### config.mk
export PLATFORM = sky130hd
export DESIGN_NAME = midi_note_priority_gate_flat
export DESIGN_NICKNAME = d
export VERILOG_FILES = /design/src/rtl/mnpg_pkg.sv /design/src/rtl/mnpg_if.sv /design/src/rtl/midi_note_priority_gate.sv /design/src/flat_wrapper.sv
export SDC_FILE = /design/constraint.sdc
export NUM_CORES = 1
export LEC_CHECK = 0
export BUFFER_PORTS_ARGS = -buffer_cell sky130_fd_sc_hd__buf_4
export CAP_MARGIN = 10
export CORE_UTILIZATION = 40
export DETAILED_ROUTE_END_ITERATION = 6
export SETUP_SLACK_MARGIN = 0.2
export SLEW_MARGIN = 40
export SYNTH_ARGS = -nofsm -noshare
export SYNTH_HDL_FRONTEND = slang
export SYNTH_SLANG_ARGS = --single-unit
### constraint.sdc
create_clock -name clk -period 3.2 [get_ports clk]
set_input_delay 0.32 -clock clk [delete_from_list [all_inputs] [get_ports clk]]
set_output_delay 0.32 -clock clk [all_outputs]
set_load 0.02 [all_outputs]
### src/rtl/mnpg_pkg.sv
`timescale 1ns / 1ps
`default_nettype none

package mnpg_pkg;

	// field widths
	localparam int STATUS_W = 8;
	localparam int NOTE_W   = 7;
	localparam int VEL_W    = 7;
	localparam int COUNT_W  = 2;
	localparam int CHREG_W  = 8;
	localparam int PRIO_W   = 2;
	localparam int CFG_W    = 8;
	localparam int CFG_IDX_W = 3;

	// status opcodes and masks
	localparam logic [3:0] OP_NOTE_OFF = 4'h8;
	localparam logic [3:0] OP_NOTE_ON  = 4'h9;
	localparam logic [STATUS_W-1:0] CHAN_MASK = 8'h0f;
	localparam logic [CHREG_W-1:0]  VOICE_OFF = 8'hff;

	// byte counts needed per message kind
	localparam logic [COUNT_W-1:0] COUNT_OFF_MIN = 2'd2;
	localparam logic [COUNT_W-1:0] COUNT_ON_MIN  = 2'd3;

	// priority rule codes; the unused code acts as last note
	localparam logic [PRIO_W-1:0] PRIO_LAST   = 2'd0;
	localparam logic [PRIO_W-1:0] PRIO_HIGHER = 2'd1;
	localparam logic [PRIO_W-1:0] PRIO_LOWER  = 2'd2;

	// configuration register indexes
	typedef enum logic [CFG_IDX_W-1:0] {
		REG_VOICE_A_CHAN = 3'd0,
		REG_VOICE_B_CHAN = 3'd1,
		REG_VOICE_A_PRIO = 3'd2,
		REG_VOICE_B_PRIO = 3'd3,
		REG_LOWEST_NOTE  = 3'd4,
		REG_HIGHEST_NOTE = 3'd5
	} cfg_reg_t;

	// per-voice state
	typedef struct packed {
		logic              playing;
		logic [NOTE_W-1:0] held;
	} voice_t;

	localparam voice_t VOICE_RESET = '{playing: 1'b0, held: '0};

endpackage

`default_nettype wire

### src/rtl/mnpg_if.sv
`timescale 1ns / 1ps
`default_nettype none

// incoming MIDI message channel
interface mnpg_msg_if;
	logic                         valid;
	logic                         ready;
	logic [mnpg_pkg::STATUS_W-1:0] status_byte;
	logic [mnpg_pkg::NOTE_W-1:0]   note_number;
	logic [mnpg_pkg::VEL_W-1:0]    velocity;
	logic [mnpg_pkg::COUNT_W-1:0]  byte_count;

	modport source (output valid, output status_byte, output note_number,
		output velocity, output byte_count, input ready);
	modport sink (input valid, input status_byte, input note_number,
		input velocity, input byte_count, output ready);
endinterface

// outgoing gate/pitch result channel
interface mnpg_res_if;
	logic                        valid;
	logic                        ready;
	logic                        gate_a;
	logic [mnpg_pkg::NOTE_W-1:0] pitch_a;
	logic                        gate_b;
	logic [mnpg_pkg::NOTE_W-1:0] pitch_b;
	logic                        was_note_message;

	modport source (output valid, output gate_a, output pitch_a, output gate_b,
		output pitch_b, output was_note_message, input ready);
	modport sink (input valid, input gate_a, input pitch_a, input gate_b,
		input pitch_b, input was_note_message, output ready);
endinterface

`default_nettype wire

### src/rtl/midi_note_priority_gate.sv
`timescale 1ns / 1ps
`default_nettype none

// Channel  Dir  Handshake      Payload
// msg      in   valid/ready    status_byte, note_number, velocity, byte_count
// res      out  valid/ready    gate_a, pitch_a, gate_b, pitch_b, was_note_message
// cfg      in   cfg_wr_en      cfg_index, cfg_data (no wait, no read-back)
//
// One request per cycle sustained while res is ready; a request passes the input register,
// then the voice update into the result register, before res valid rises.
// Voice state updates as a request moves from the input register to the result
// register, so the next request sees it at once.
// A stalled res holds its register; the input register then holds and msg drops ready.
// arst_n clears the voice state and the valid flags and returns the configuration
// registers to their reset values.

module midi_note_priority_gate (
	input  wire logic                            clk,
	input  wire logic                            arst_n,
	input  wire logic                            cfg_wr_en,
	input  wire logic [mnpg_pkg::CFG_IDX_W-1:0]  cfg_index,
	input  wire logic [mnpg_pkg::CFG_W-1:0]      cfg_data,
	mnpg_msg_if.sink                             msg,
	mnpg_res_if.source                           res
);

	// configuration registers
	logic [mnpg_pkg::CHREG_W-1:0] chan_a_q, chan_b_q;
	logic [mnpg_pkg::PRIO_W-1:0]  prio_a_q, prio_b_q;
	logic [mnpg_pkg::NOTE_W-1:0]  lowest_q, highest_q;

	// input register
	logic                          valid_s1;
	logic [mnpg_pkg::STATUS_W-1:0] status_s1;
	logic [mnpg_pkg::NOTE_W-1:0]   note_s1;
	logic [mnpg_pkg::VEL_W-1:0]    vel_s1;
	logic [mnpg_pkg::COUNT_W-1:0]  count_s1;

	// voice state and result register
	mnpg_pkg::voice_t voice_a_q, voice_b_q;
	mnpg_pkg::voice_t voice_a_next, voice_b_next;
	logic             res_valid_q;
	logic             note_msg_q;

	logic             advance;
	logic             is_off, is_on;
	logic [3:0]       opcode;
	logic [mnpg_pkg::STATUS_W-1:0] chan;

	// next state of one voice for the request in the input register
	function automatic mnpg_pkg::voice_t voice_step(
		input mnpg_pkg::voice_t             cur,
		input logic [mnpg_pkg::CHREG_W-1:0] chreg,
		input logic [mnpg_pkg::PRIO_W-1:0]  prio,
		input logic [mnpg_pkg::STATUS_W-1:0] ch,
		input logic                         off,
		input logic                         on,
		input logic [mnpg_pkg::NOTE_W-1:0]  note,
		input logic [mnpg_pkg::VEL_W-1:0]   vel,
		input logic [mnpg_pkg::NOTE_W-1:0]  lo,
		input logic [mnpg_pkg::NOTE_W-1:0]  hi
	);
		mnpg_pkg::voice_t nxt;
		logic             ignore;
		nxt    = cur;
		ignore = 1'b0;
		if (chreg != mnpg_pkg::VOICE_OFF && chreg == ch) begin
			if (off || (on && vel == '0)) begin
				// note-off drops the gate and clears the held note
				if (cur.playing) begin
					nxt.playing = 1'b0;
					nxt.held    = '0;
				end
			end else if (on) begin
				// priority rule may ignore the new note while playing
				if (cur.playing) begin
					if (prio == mnpg_pkg::PRIO_HIGHER && cur.held >= note)
						ignore = 1'b1;
					if (prio == mnpg_pkg::PRIO_LOWER && cur.held <= note)
						ignore = 1'b1;
				end
				if (!ignore) begin
					if (note >= lo && note <= hi) begin
						nxt.playing = 1'b1;
						nxt.held    = note;
					end else begin
						nxt.playing = 1'b0;
					end
				end
			end
		end
		return nxt;
	endfunction

	// decode the held request
	always_comb begin
		opcode = status_s1[mnpg_pkg::STATUS_W-1 -: 4];
		chan   = status_s1 & mnpg_pkg::CHAN_MASK;
		is_off = count_s1 >= mnpg_pkg::COUNT_OFF_MIN && opcode == mnpg_pkg::OP_NOTE_OFF;
		is_on  = count_s1 >= mnpg_pkg::COUNT_ON_MIN && opcode == mnpg_pkg::OP_NOTE_ON;
		voice_a_next = voice_step(voice_a_q, chan_a_q, prio_a_q, chan, is_off, is_on,
			note_s1, vel_s1, lowest_q, highest_q);
		voice_b_next = voice_step(voice_b_q, chan_b_q, prio_b_q, chan, is_off, is_on,
			note_s1, vel_s1, lowest_q, highest_q);
	end

	// advance when the result register is free or being emptied
	assign advance   = valid_s1 && (!res_valid_q || res.ready);
	assign msg.ready = !valid_s1 || advance;

	// write configuration registers
	always_ff @(posedge clk or negedge arst_n) begin
		if (!arst_n) begin
			chan_a_q  <= 8'd0;
			chan_b_q  <= 8'd1;
			prio_a_q  <= mnpg_pkg::PRIO_LAST;
			prio_b_q  <= mnpg_pkg::PRIO_LAST;
			lowest_q  <= 7'd0;
			highest_q <= 7'd127;
		end else if (cfg_wr_en) begin
			unique case (cfg_index)
				mnpg_pkg::REG_VOICE_A_CHAN: chan_a_q  <= cfg_data;
				mnpg_pkg::REG_VOICE_B_CHAN: chan_b_q  <= cfg_data;
				mnpg_pkg::REG_VOICE_A_PRIO: prio_a_q  <= cfg_data[mnpg_pkg::PRIO_W-1:0];
				mnpg_pkg::REG_VOICE_B_PRIO: prio_b_q  <= cfg_data[mnpg_pkg::PRIO_W-1:0];
				mnpg_pkg::REG_LOWEST_NOTE:  lowest_q  <= cfg_data[mnpg_pkg::NOTE_W-1:0];
				mnpg_pkg::REG_HIGHEST_NOTE: highest_q <= cfg_data[mnpg_pkg::NOTE_W-1:0];
				default: ;
			endcase
		end
	end

	// input register valid flag
	always_ff @(posedge clk or negedge arst_n) begin
		if (!arst_n)
			valid_s1 <= 1'b0;
		else if (msg.ready)
			valid_s1 <= msg.valid;
	end

	// input register payload
	always_ff @(posedge clk) begin
		if (msg.valid && msg.ready) begin
			status_s1 <= msg.status_byte;
			note_s1   <= msg.note_number;
			vel_s1    <= msg.velocity;
			count_s1  <= msg.byte_count;
		end
	end

	// update voice state as the request leaves the input register
	always_ff @(posedge clk or negedge arst_n) begin
		if (!arst_n) begin
			voice_a_q <= mnpg_pkg::VOICE_RESET;
			voice_b_q <= mnpg_pkg::VOICE_RESET;
		end else if (advance) begin
			voice_a_q <= voice_a_next;
			voice_b_q <= voice_b_next;
		end
	end

	// result valid flag
	always_ff @(posedge clk or negedge arst_n) begin
		if (!arst_n)
			res_valid_q <= 1'b0;
		else if (advance)
			res_valid_q <= 1'b1;
		else if (res.ready)
			res_valid_q <= 1'b0;
	end

	// message kind flag of the result
	always_ff @(posedge clk) begin
		if (advance)
			note_msg_q <= is_on || is_off;
	end

	// drive the result channel from the registered state
	assign res.valid            = res_valid_q;
	assign res.gate_a           = voice_a_q.playing;
	assign res.pitch_a          = voice_a_q.held;
	assign res.gate_b           = voice_b_q.playing;
	assign res.pitch_b          = voice_b_q.held;
	assign res.was_note_message = note_msg_q;

endmodule

`default_nettype wire

### src/flat_wrapper.sv
// flat-port wrapper written by rule: the top's interface ports become plain ports
module midi_note_priority_gate_flat 
  (clk, arst_n, cfg_wr_en, cfg_index, cfg_data, msg_valid, msg_status_byte, msg_note_number, msg_velocity, msg_byte_count, msg_ready, res_valid, res_gate_a, res_pitch_a, res_gate_b, res_pitch_b, res_was_note_message, res_ready);
  mnpg_msg_if msg_i ();
  mnpg_res_if res_i ();
  input  wire logic clk;
  input  wire logic arst_n;
  input  wire logic cfg_wr_en;
  input  wire logic [mnpg_pkg::CFG_IDX_W-1:0] cfg_index;
  input  wire logic [mnpg_pkg::CFG_W-1:0] cfg_data;
  input wire logic [$bits(msg_i.valid)-1:0] msg_valid;
  input wire logic [$bits(msg_i.status_byte)-1:0] msg_status_byte;
  input wire logic [$bits(msg_i.note_number)-1:0] msg_note_number;
  input wire logic [$bits(msg_i.velocity)-1:0] msg_velocity;
  input wire logic [$bits(msg_i.byte_count)-1:0] msg_byte_count;
  output wire logic [$bits(msg_i.ready)-1:0] msg_ready;
  output wire logic [$bits(res_i.valid)-1:0] res_valid;
  output wire logic [$bits(res_i.gate_a)-1:0] res_gate_a;
  output wire logic [$bits(res_i.pitch_a)-1:0] res_pitch_a;
  output wire logic [$bits(res_i.gate_b)-1:0] res_gate_b;
  output wire logic [$bits(res_i.pitch_b)-1:0] res_pitch_b;
  output wire logic [$bits(res_i.was_note_message)-1:0] res_was_note_message;
  input wire logic [$bits(res_i.ready)-1:0] res_ready;
  assign msg_i.valid = msg_valid;
  assign msg_i.status_byte = msg_status_byte;
  assign msg_i.note_number = msg_note_number;
  assign msg_i.velocity = msg_velocity;
  assign msg_i.byte_count = msg_byte_count;
  assign msg_ready = msg_i.ready;
  assign res_valid = res_i.valid;
  assign res_gate_a = res_i.gate_a;
  assign res_pitch_a = res_i.pitch_a;
  assign res_gate_b = res_i.gate_b;
  assign res_pitch_b = res_i.pitch_b;
  assign res_was_note_message = res_i.was_note_message;
  assign res_i.ready = res_ready;
  midi_note_priority_gate u_core (.clk(clk), .arst_n(arst_n), .cfg_wr_en(cfg_wr_en), .cfg_index(cfg_index), .cfg_data(cfg_data), .msg(msg_i), .res(res_i));
endmodule
==> results.toml, run 1 <==
[outcome]
outcome = "finished with violations"
failed_checks = "DRC, hold timing"

[placement]
numPortBuffers = 58
gp_congestion = 0.8143
dp_cells = 446
hpwl_mm = 5.358
post_dp_cell_area_mm2 = 0.004258

[timing]
maxSlewViolCount = 0
hold_viol = 1
skew_ns = 0.009144
period_minus_slack_ns = 2.719
relSlewSlack = 0.5424
worstMarginPinSlew_ns = 0.6843
rsz0062_at_grt = "false"
fmax_mhz = 367.8
holdWs_ns = -0.0006792
setup_tns_ns = 0
setup_viol = 0
fin_crit_sh = 0.8497

[cells_and_area]
antennaDiodeCount = 0
area_growth_pct = 21.37
stdcell_count = 462
layout-drive-gt1-share = 0.3418
fillers = 780
nets = 417
stdcell_area_mm2 = 0.004448

[clock_network]
cts_sinks = 77
htreeDepth = 3
cts_tree = "built"
clkTransAtPathRegs_ns = 0.07
clockBufferDepth = 2
root_buffer = "clkbuf_8"
hold_buffers = 0
cts_setup_buffers = 0
insertion_delay_ns = 0.35
ctsResizeCount = 0
cts_buffers = 9

[drt]
num_vias = 2376
ant_nets = 0
dr.pass1.iters = 6
via_per_inst = 5.143
postRouteWirelength_mm = 7.144
drc = 8
wl_per_cell_um = 15.46
dr.first_iter.drc_count = 73

[yosys]
syn_nets = 346
async_reset_ff_frac = 0.6753
synth_area_mm2 = 0.003665
synth_seq_area_share = 0.5626
synthCells = 278
yosys_warnings = 0
synth_cell_type_count = 49
synth-seq-cells = 77
synth_flop_cell = "dfrtp_1"
avgSynthCellArea_um2 = 13.18
synth-edff-count = 25

[grt]
grt_pass1_vias = 2460
overflow = 0
grt_pass1_wl_mm = 12.03
grt_antenna_before_repair = 0
grt_usage = 0.1637
grt_max_degree = 53

[worst_setup_path]
start_kind = "flop"
cp-end-kind = "flop"
ff2ff_setup_slack_ns = 0.48
worstReg2RegEnd = "u_core.res.pitch_a[6]"
critPathKind = "reg -> reg"
crit_arrival_ns = 3.00
crit_required_ns = 3.48
reg2reg_depth = 8
regToRegStartpoint = "u_core.note_s1[2]"
crit_path_max_fanout = 7

[die]
core_mm2 = 0.008806
die_h_um = 97.72
die_area_mm2 = 0.009548
start_util = 0.4162
die_w_um = 97.72
rows = 34
io_pins = 59

[flow_run]
drv_cap = 0

[power_and_ir_drop]
max-vdd-ir-drop_uv = 316.1
p_leak_uw = 0.001960
power.density_mw_per_mm2 = 522.3
fin_total_pwr_uw = 2323

[min_path]
hold_path_class = "in -> async"
## final cells by class
| type | instances | area [um2] | share of cell area |
|---|---|---|---|
| Timing Repair Buffer | 62 | 465.4 | 0.1046 |
| Multi-Input combinational cell | 174 | 1501 | 0.3376 |
| Tap cell | 108 | 135.1 | 0.03038 |
| Inverter | 25 | 93.84 | 0.02110 |
| Clock inverter | 5 | 58.81 | 0.01322 |
| Sequential cell | 77 | 2062 | 0.4636 |
| Clock buffer | 11 | 131.4 | 0.02954 |
## metrics by stage
step           utilization  worst slack (ns)
6_report            0.5051            0.4809
5_1_grt             0.5051            0.3559
4_1_cts             0.5051            0.4797
3_5_place_dp        0.4835            0.4863
3_3_place_gp        0.4835            0.5377
2_1_floorplan            -            0.8263
## state kept, by name, summed over array words and instances, names as in the netlist, 2 cells and up
name,cells
u_core.prio_b_q,2
u_core.vel_s1,7
u_core.count_s1,2
u_core.note_s1,7
u_core.res.pitch_a,7
u_core.prio_a_q,2
u_core.chan_a_q,8
u_core.chan_b_q,8
u_core.res.pitch_b,7
u_core.highest_q,7
u_core.lowest_q,7
u_core.status_s1,8
## critical path: stages, from the launching register on
cell      delay (ns)
edfxtp_1        0.50
inv_1           0.11
ha_1            0.32
a21oi_1         0.14
a21oi_1         0.10
or4_1           0.48
a311oi_2        0.42
a221o_1         0.39
a22o_1          0.19
## power breakdown
| part | internal (uW) | leakage [uW] | switching, uW |
|---|---|---|---|
| registers | 1160 | 0.000878 | 65.9 |
| logic | 200 | 0.000984 | 185 |
| clock network | 364 | 0.0000982 | 353 |
## cells by family after synthesis
group,after synthesis,share of synthesized area
AO/OA/AOI/OAI,54,0.1099
multiplexers,27,0.08296
buffers and inverters,27,0.02766
AND/OR/NAND/NOR,56,0.09970
XOR/XNOR,9,0.02151
flip-flops,77,0.5627
adder cells (fa/ha/maj),28,0.09560
## per-layer routing
metal	vias to the layer above	GRT usage	share of wire
met4	0	0.06294	0.016
met2	48	0.2690	0.48
met5	-	0	0
met3	8	0.03885	0.040
li1	1178	-	-
met1	1142	0.2098	0.46
## cells in the mapped netlist, types with 3 or more instances
cell type	instances	area [um2]
or4_1	3	22.52
a22o_1	14	122.6
inv_1	25	93.84
nand3b_1	4	30.03
nor2_1	3	11.26
nor3_1	3	15.01
o21ai_0	13	65.06
nand3_1	5	25.02
edfxtp_1	25	750.7
a21oi_1	10	50.05
dfrtp_1	44	1101
dfstp_2	8	210.2
nand2b_1	4	25.02
nand2_1	13	48.80
nand4_1	3	18.77
ha_1	28	350.3
mux2_2	27	304.0
xnor2_1	7	61.31
nor3b_1	3	22.52
## how the worst max path moves through the flow
stage	from	endpoint	slack, ns
CTS	u_core.note_s1[2]	u_core.res.pitch_a[6]	0.48
global route	u_core.note_s1[2]	u_core.res.pitch_a[6]	0.36
finish	u_core.note_s1[2]	u_core.res.pitch_a[6]	0.48
global placement	u_core.note_s1[2]	u_core.res.pitch_a[4]	0.54
detailed placement	u_core.note_s1[2]	u_core.res.pitch_a[6]	0.49
floorplan	u_core.res.pitch_a[4]	u_core.res.pitch_a[1]	0.83
## cell usage in the layout, fill, tap and decap left out, types with 2 or more instances in the layout
cell type  count
buf_4         62
dfrtp_1       44
ha_1          28
mux2_2        27
inv_1         25
edfxtp_1      25
a22o_1        14
nand2_1       13
o21ai_0       13
a21oi_1       10
clkbuf_8       9
dfstp_2        8
xnor2_1        7
nand3_1        5
nand2b_1       4
nand3b_1       4
or4_1          3
nor2_1         3
nand4_1        3
nor3b_1        3
nor3_1         3
xor2_1         2
or4_4          2
a221o_1        2
a211oi_1       2
nand4b_1       2
clkbuf_1       2
Power figures use the tool's default switching activity.
==> run 2: changes to the inputs <==
==> constraint.sdc (replaced) <==
create_clock -name clk -period 2.2 [get_ports clk]
set_input_delay 0.22 -clock clk [delete_from_list [all_inputs] [get_ports clk]]
set_output_delay 0.22 -clock clk [all_outputs]
set_load 0.02 [all_outputs]
==> results.toml, run 2 (synthesis gave the netlist of run 1 again) <==
[power_and_ir_drop]
power.density_mw_per_mm2 = 728.8
p_leak_uw = 0.002141
power_switching_uw = 933.4
pwr-share-seq = 0.500
fin_total_pwr_uw = 3538
max-vdd-ir-drop_uv = 492.6
p_sw_frac = 0.2638
clock_power_share = 0.310
p_int_uw = 2605
p_comb_frac = 0.190

[timing]
fin_crit_sh = 1.117
setup_viol = 15
worst_slack_ns = -0.2576
maxSlewViolCount = 0
period_minus_slack_ns = 2.458
worstMarginPinSlew_ns = 0.6666
relSlewSlack = 0.5556
setup_tns_ns = -2.945
skew_ns = 0.01290
hold_viol = 0
fmax_mhz = 406.9
rsz0062_at_grt = "true"

[cells_and_area]
antennaDiodeCount = 0
layout_commonest_cell = "buf_4"
seqCellArea_mm2 = 0.002064
layout-drive-gt1-share = 0.4522
multi_input_area_mm2 = 0.001628
top_regs = "u_core.chan_a_q: 8 flops, u_core.chan_b_q: 8 flops, u_core.status_s1: 8 flops"
nets = 450
fillers = 769
area_growth_pct = 32.47
layout_common_cells = "92 x buf_4, 42 x dfrtp_1, 27 x mux2_2, 25 x edfxtp_1"
stdcell_count = 495

[die]
core_mm2 = 0.008806
start_util = 0.4162
rows = 34
io_pins = 59
die_w_um = 97.72
die_h_um = 97.72
die_area_mm2 = 0.009548

[worst_setup_path]
reg2reg_depth = 9
crit_path_max_fanout = 7
worst-path-buf-inv = 2
crit_required_ns = 2.43
cp-end-kind = "flop"
regToRegStartpoint = "u_core.note_s1[1]"
max_stage_delay_ns = 0.50
crit_start = "u_core.note_s1[1]"
worstPathCellList = "inv_1 > ha_1 > nand3b_1 > a21oi_1 > or4_1 > a311oi_2 > buf_4 > a211oi_4 > a22o_1"
cp_slowest_cell = "edfxtp_1"
path_depth = 9
crit_arrival_ns = 2.68
critPathKind = "reg -> reg"
start_kind = "flop"
crit_family = "compound AO/OA/AOI/OAI gates"

[grt]
grt_pass1_wl_mm = 12.97
grt_usage = 0.1758
grt_max_degree = 53
grt_antenna_before_repair = 0
grt_pass1_vias = 2646
overflow = 0

[clock_network]
cts_sinks = 77
root_buffer = "clkbuf_8"
clkTransAtPathRegs_ns = 0.08
cts_tree = "built"
htreeDepth = 3
insertion_delay_ns = 0.35
cts_buffers = 9
clockBufferDepth = 2

[min_path]
hold_path_class = "in -> reg"
min_path_cells = 1
min-delay-start = "msg_status_byte[3]"

[outcome]
failed_checks = "DRC, setup timing"
outcome = "finished with violations"

[drt]
wl_per_cell_um = 15.74
num_vias = 2546
dr.first_iter.drc_count = 66
drc = 6
ant_nets = 0
via_per_inst = 5.143
dr.pass1.iters = 7
postRouteWirelength_mm = 7.793

[flow_run]
drv_cap = 0

[placement]
numPortBuffers = 58
gp_congestion = 0.7885
hpwl_mm = 5.817
dp_cells = 469
[run 2: cell types whose count changed in the layout (fill, tap and decap cells not counted), sizes merged]
| cell | change |
|---|---|
| buf | +32 |
| bufinv | -1 |
| clkbuf | +1 |
| clkinv | -1 |
| dlygate4sd3 | +1 |
| inv | +1 |
[run 2: per-stage QoR]
stage | utilization | instance area, um2 | setup WS (ns) | hold slack (ns)
after floorplan | - | 3707 | -0.08525 | -0.07559
after detailed placement | 0.5080 | 4473 | -0.2805 | 0.2998
after CTS | 0.5467 | 4815 | -0.2765 | 0.02896
final | 0.5513 | 4855 | -0.2576 | 0.04634
after global placement | 0.5080 | 4473 | -0.2174 | 0.2980
after global routing | 0.5513 | 4855 | -0.3325 | 0.006970
[run 2: timing repair]
item	4_1_cts	5_1_grt
hold buffers	1	0
endpoints found under the setup margin	16	16
endpoints found under the hold margin	44	0
gates resized for setup	11	6
setup buffers	6	3
pin swaps	16	7
[run 2: area by class of cell]
| cell class | count | area share |
|---|---|---|
| flip-flops and latches | 77 | 0.4253 |
| inverters | 25 | 0.01933 |
| well taps | 108 | 0.02784 |
| repair buffers | 95 | 0.1490 |
| clock inverters | 4 | 0.006701 |
| clock buffers | 12 | 0.03660 |
| multi-input cells | 174 | 0.3353 |
[run 2: layer usage]
layer / up-vias / routed length (um) / GRT usage
met5: - / 0 / 0
met4: 0 / 51 / 0.03147
met3: 6 / 350 / 0.05036
met2: 55 / 3900 / 0.3061
met1: 1238 / 3491 / 0.2194
li1: 1247 / - / -
[run 2: final timing paths]
path,endpoint,slack (ns)
setup / recovery,u_core.res.pitch_a[3],-0.26
hold / removal,u_core.status_s1[3],0.05
setup reg to reg,u_core.res.pitch_a[3],-0.26
hold reg to reg,u_core.res.valid,0.49
max in group asynchronous,u_core.res.pitch_a[4],1.27
min in group asynchronous,u_core.res.pitch_b[1],0.45
[run 2: power groups by stage]
stage / registers [uW] / clock network (uW) / logic [uW]
final: 1770 / 1100 / 671
after global routing: 1790 / 1200 / 750
after CTS: 1770 / 1120 / 673
after detailed placement: 1800 / 0 / 621
after global placement: 1800 / 0 / 602
after floorplan: 1780 / 0 / 400
==> run 3: changes to the inputs <==
--- a/config.mk
+++ b/config.mk
@@ -9,6 +9,7 @@
 export CAP_MARGIN = 10
 export CORE_UTILIZATION = 40
 export DETAILED_ROUTE_END_ITERATION = 6
+export PLACE_DENSITY = 0.71
 export SETUP_SLACK_MARGIN = 0.2
 export SLEW_MARGIN = 40
 export SYNTH_ARGS = -nofsm -noshare
==> results.toml, run 3 (synthesis gave the netlist of run 1 again) <==
[clock_network]
clockBufferDepth = 2
clkTransAtPathRegs_ns = 0.09
cts_tree = "built"
cts_sinks = 77
cts_buffers = 9
htreeDepth = 3
insertion_delay_ns = 0.35
root_buffer = "clkbuf_8"

[grt]
overflow = 0
grt_pass1_vias = 2678
grt_usage = 0.1729
grt_max_degree = 53
grt_antenna_before_repair = 0
grt_pass1_wl_mm = 12.92
grt_util_met3 = 0.03957
use_met2 = 0.2821
use_met1 = 0.2319
grt_busiest_layer = "met2"

[power_and_ir_drop]
p_comb_frac = 0.204
clock_power_share = 0.298
p_sw_frac = 0.2661
pwr-share-seq = 0.498
power_switching_uw = 947.2
power.density_mw_per_mm2 = 716.5
fin_total_pwr_uw = 3560
max-vdd-ir-drop_uv = 518.2
p_int_uw = 2612
p_leak_uw = 0.002161

[die]
die_area_mm2 = 0.009548
die_h_um = 97.72
core_mm2 = 0.008806
start_util = 0.4162
die_w_um = 97.72
io_pins = 59
rows = 34

[min_path]
hold_path_class = "in -> reg"

[cells_and_area]
layout-drive-gt1-share = 0.4848
layout_commonest_cell = "buf_4"
fillers = 734
antennaDiodeCount = 0
stdcell_count = 502
nets = 457
layout_common_cells = "97 x buf_4, 42 x dfrtp_1, 27 x mux2_2, 25 x edfxtp_1, 22 x inv_1"
top_regs = "u_core.chan_a_q: 8 flops, u_core.chan_b_q: 8 flops, u_core.status_s1: 8 flops"
area_growth_pct = 35.58
stdcell_area_mm2 = 0.004969

[worst_setup_path]
worst-path-buf-inv = 1
worstPathCellList = "buf_4 > ha_4 > a211oi_2 > o21bai_1 > o22ai_1 > or3b_4 > a221o_2 > a22o_1"
crit_family = "compound AO/OA/AOI/OAI gates"
crit_path_max_fanout = 7
crit_required_ns = 2.43
cp_slowest_cell = "edfxtp_1"
max_stage_delay_ns = 0.47
critPathKind = "reg -> reg"
crit_arrival_ns = 2.70
start_kind = "flop"
cp-end-kind = "flop"

[drt]
ant_nets = 0
via_per_inst = 5.145
postRouteWirelength_mm = 7.924
dr.pass1.iters = 6
drc = 6
wl_per_cell_um = 15.78
dr.first_iter.drc_count = 85
num_vias = 2583

[timing]
relSlewSlack = 0.5564
setup_viol = 15
worst_slack_ns = -0.2672
holdWs_ns = 0.03882
rsz0062_at_grt = "true"
worstMarginPinSlew_ns = 0.6654
hold_viol = 0
fmax_mhz = 405.3
maxSlewViolCount = 0
skew_ns = 0.01144
fin_crit_sh = 1.121
period_minus_slack_ns = 2.467

[placement]
hpwl_mm = 5.795
post_dp_cell_area_mm2 = 0.004523
numPortBuffers = 58
gp_congestion = 0.8420
dp_cells = 474

[flow_run]
drv_cap = 0

[outcome]
failed_checks = "DRC, setup timing"
outcome = "finished with violations"
-- run 3: worst paths after layout --
path	startpoint	to	slack [ns]	depth (start not counted)
worst min-delay path	msg_status_byte[0]	u_core.status_s1[0]	0.04	1
worst max register to register	u_core.note_s1[4]	u_core.res.pitch_a[2]	-0.27	8
max in group asynchronous	arst_n	u_core.res.pitch_a[2]	1.28	2
worst min register to register	u_core.valid_s1	u_core.res.valid	0.50	1
worst max-delay path	u_core.note_s1[4]	u_core.res.pitch_a[2]	-0.27	8
min in group asynchronous	arst_n	u_core.res.pitch_a[3]	0.44	2
-- run 3: per-stage QoR --
stage	TNS (ns)	util	worst slack [ns]
finish	-3.146	0.5642	-0.2672
global route	-4.445	0.5642	-0.3545
CTS	-2.790	0.5463	-0.2370
detailed placement	-3.859	0.5136	-0.3426
global placement	-3.254	0.5136	-0.2586
floorplan	-0.9605	-	-0.08525
-- run 3: layout make-up --
cell class,instances,area [um2],area share
Inverter,25,93.84,0.01889
Timing Repair Buffer,102,792.0,0.1594
Tap cell,108,135.1,0.02720
Clock buffer,10,127.6,0.02569
Multi-Input combinational cell,174,1685,0.3392
Clock inverter,6,70.07,0.01410
Sequential cell,77,2064,0.4155
-- run 3: power groups by stage --
stage	clock (uW)	sequential, uW	combinational [uW]
6_report	1060	1770	727
5_1_grt	1160	1790	805
4_1_cts	1090	1770	683
3_5_place_dp	0	1800	645
3_3_place_gp	0	1790	624
2_1_floorplan	0	1780	400
-- run 3: repair_timing --
item / in CTS / in global routing
buffers inserted: 5 / 6
resized for setup: 8 / 22
pin swaps: 3 / 12
endpoints found under the hold margin: 44 / 0
setup endpoints to repair: 16 / 16
hold buffers: 1 / 0
-- run 3: routing by layer --
layer | vias to the layer above | part of all wire
met2 | 58 | 0.48
met3 | 6 | 0.037
met5 | - | 0
met4 | 0 | 0.0093
met1 | 1253 | 0.47
li1 | 1266 | -
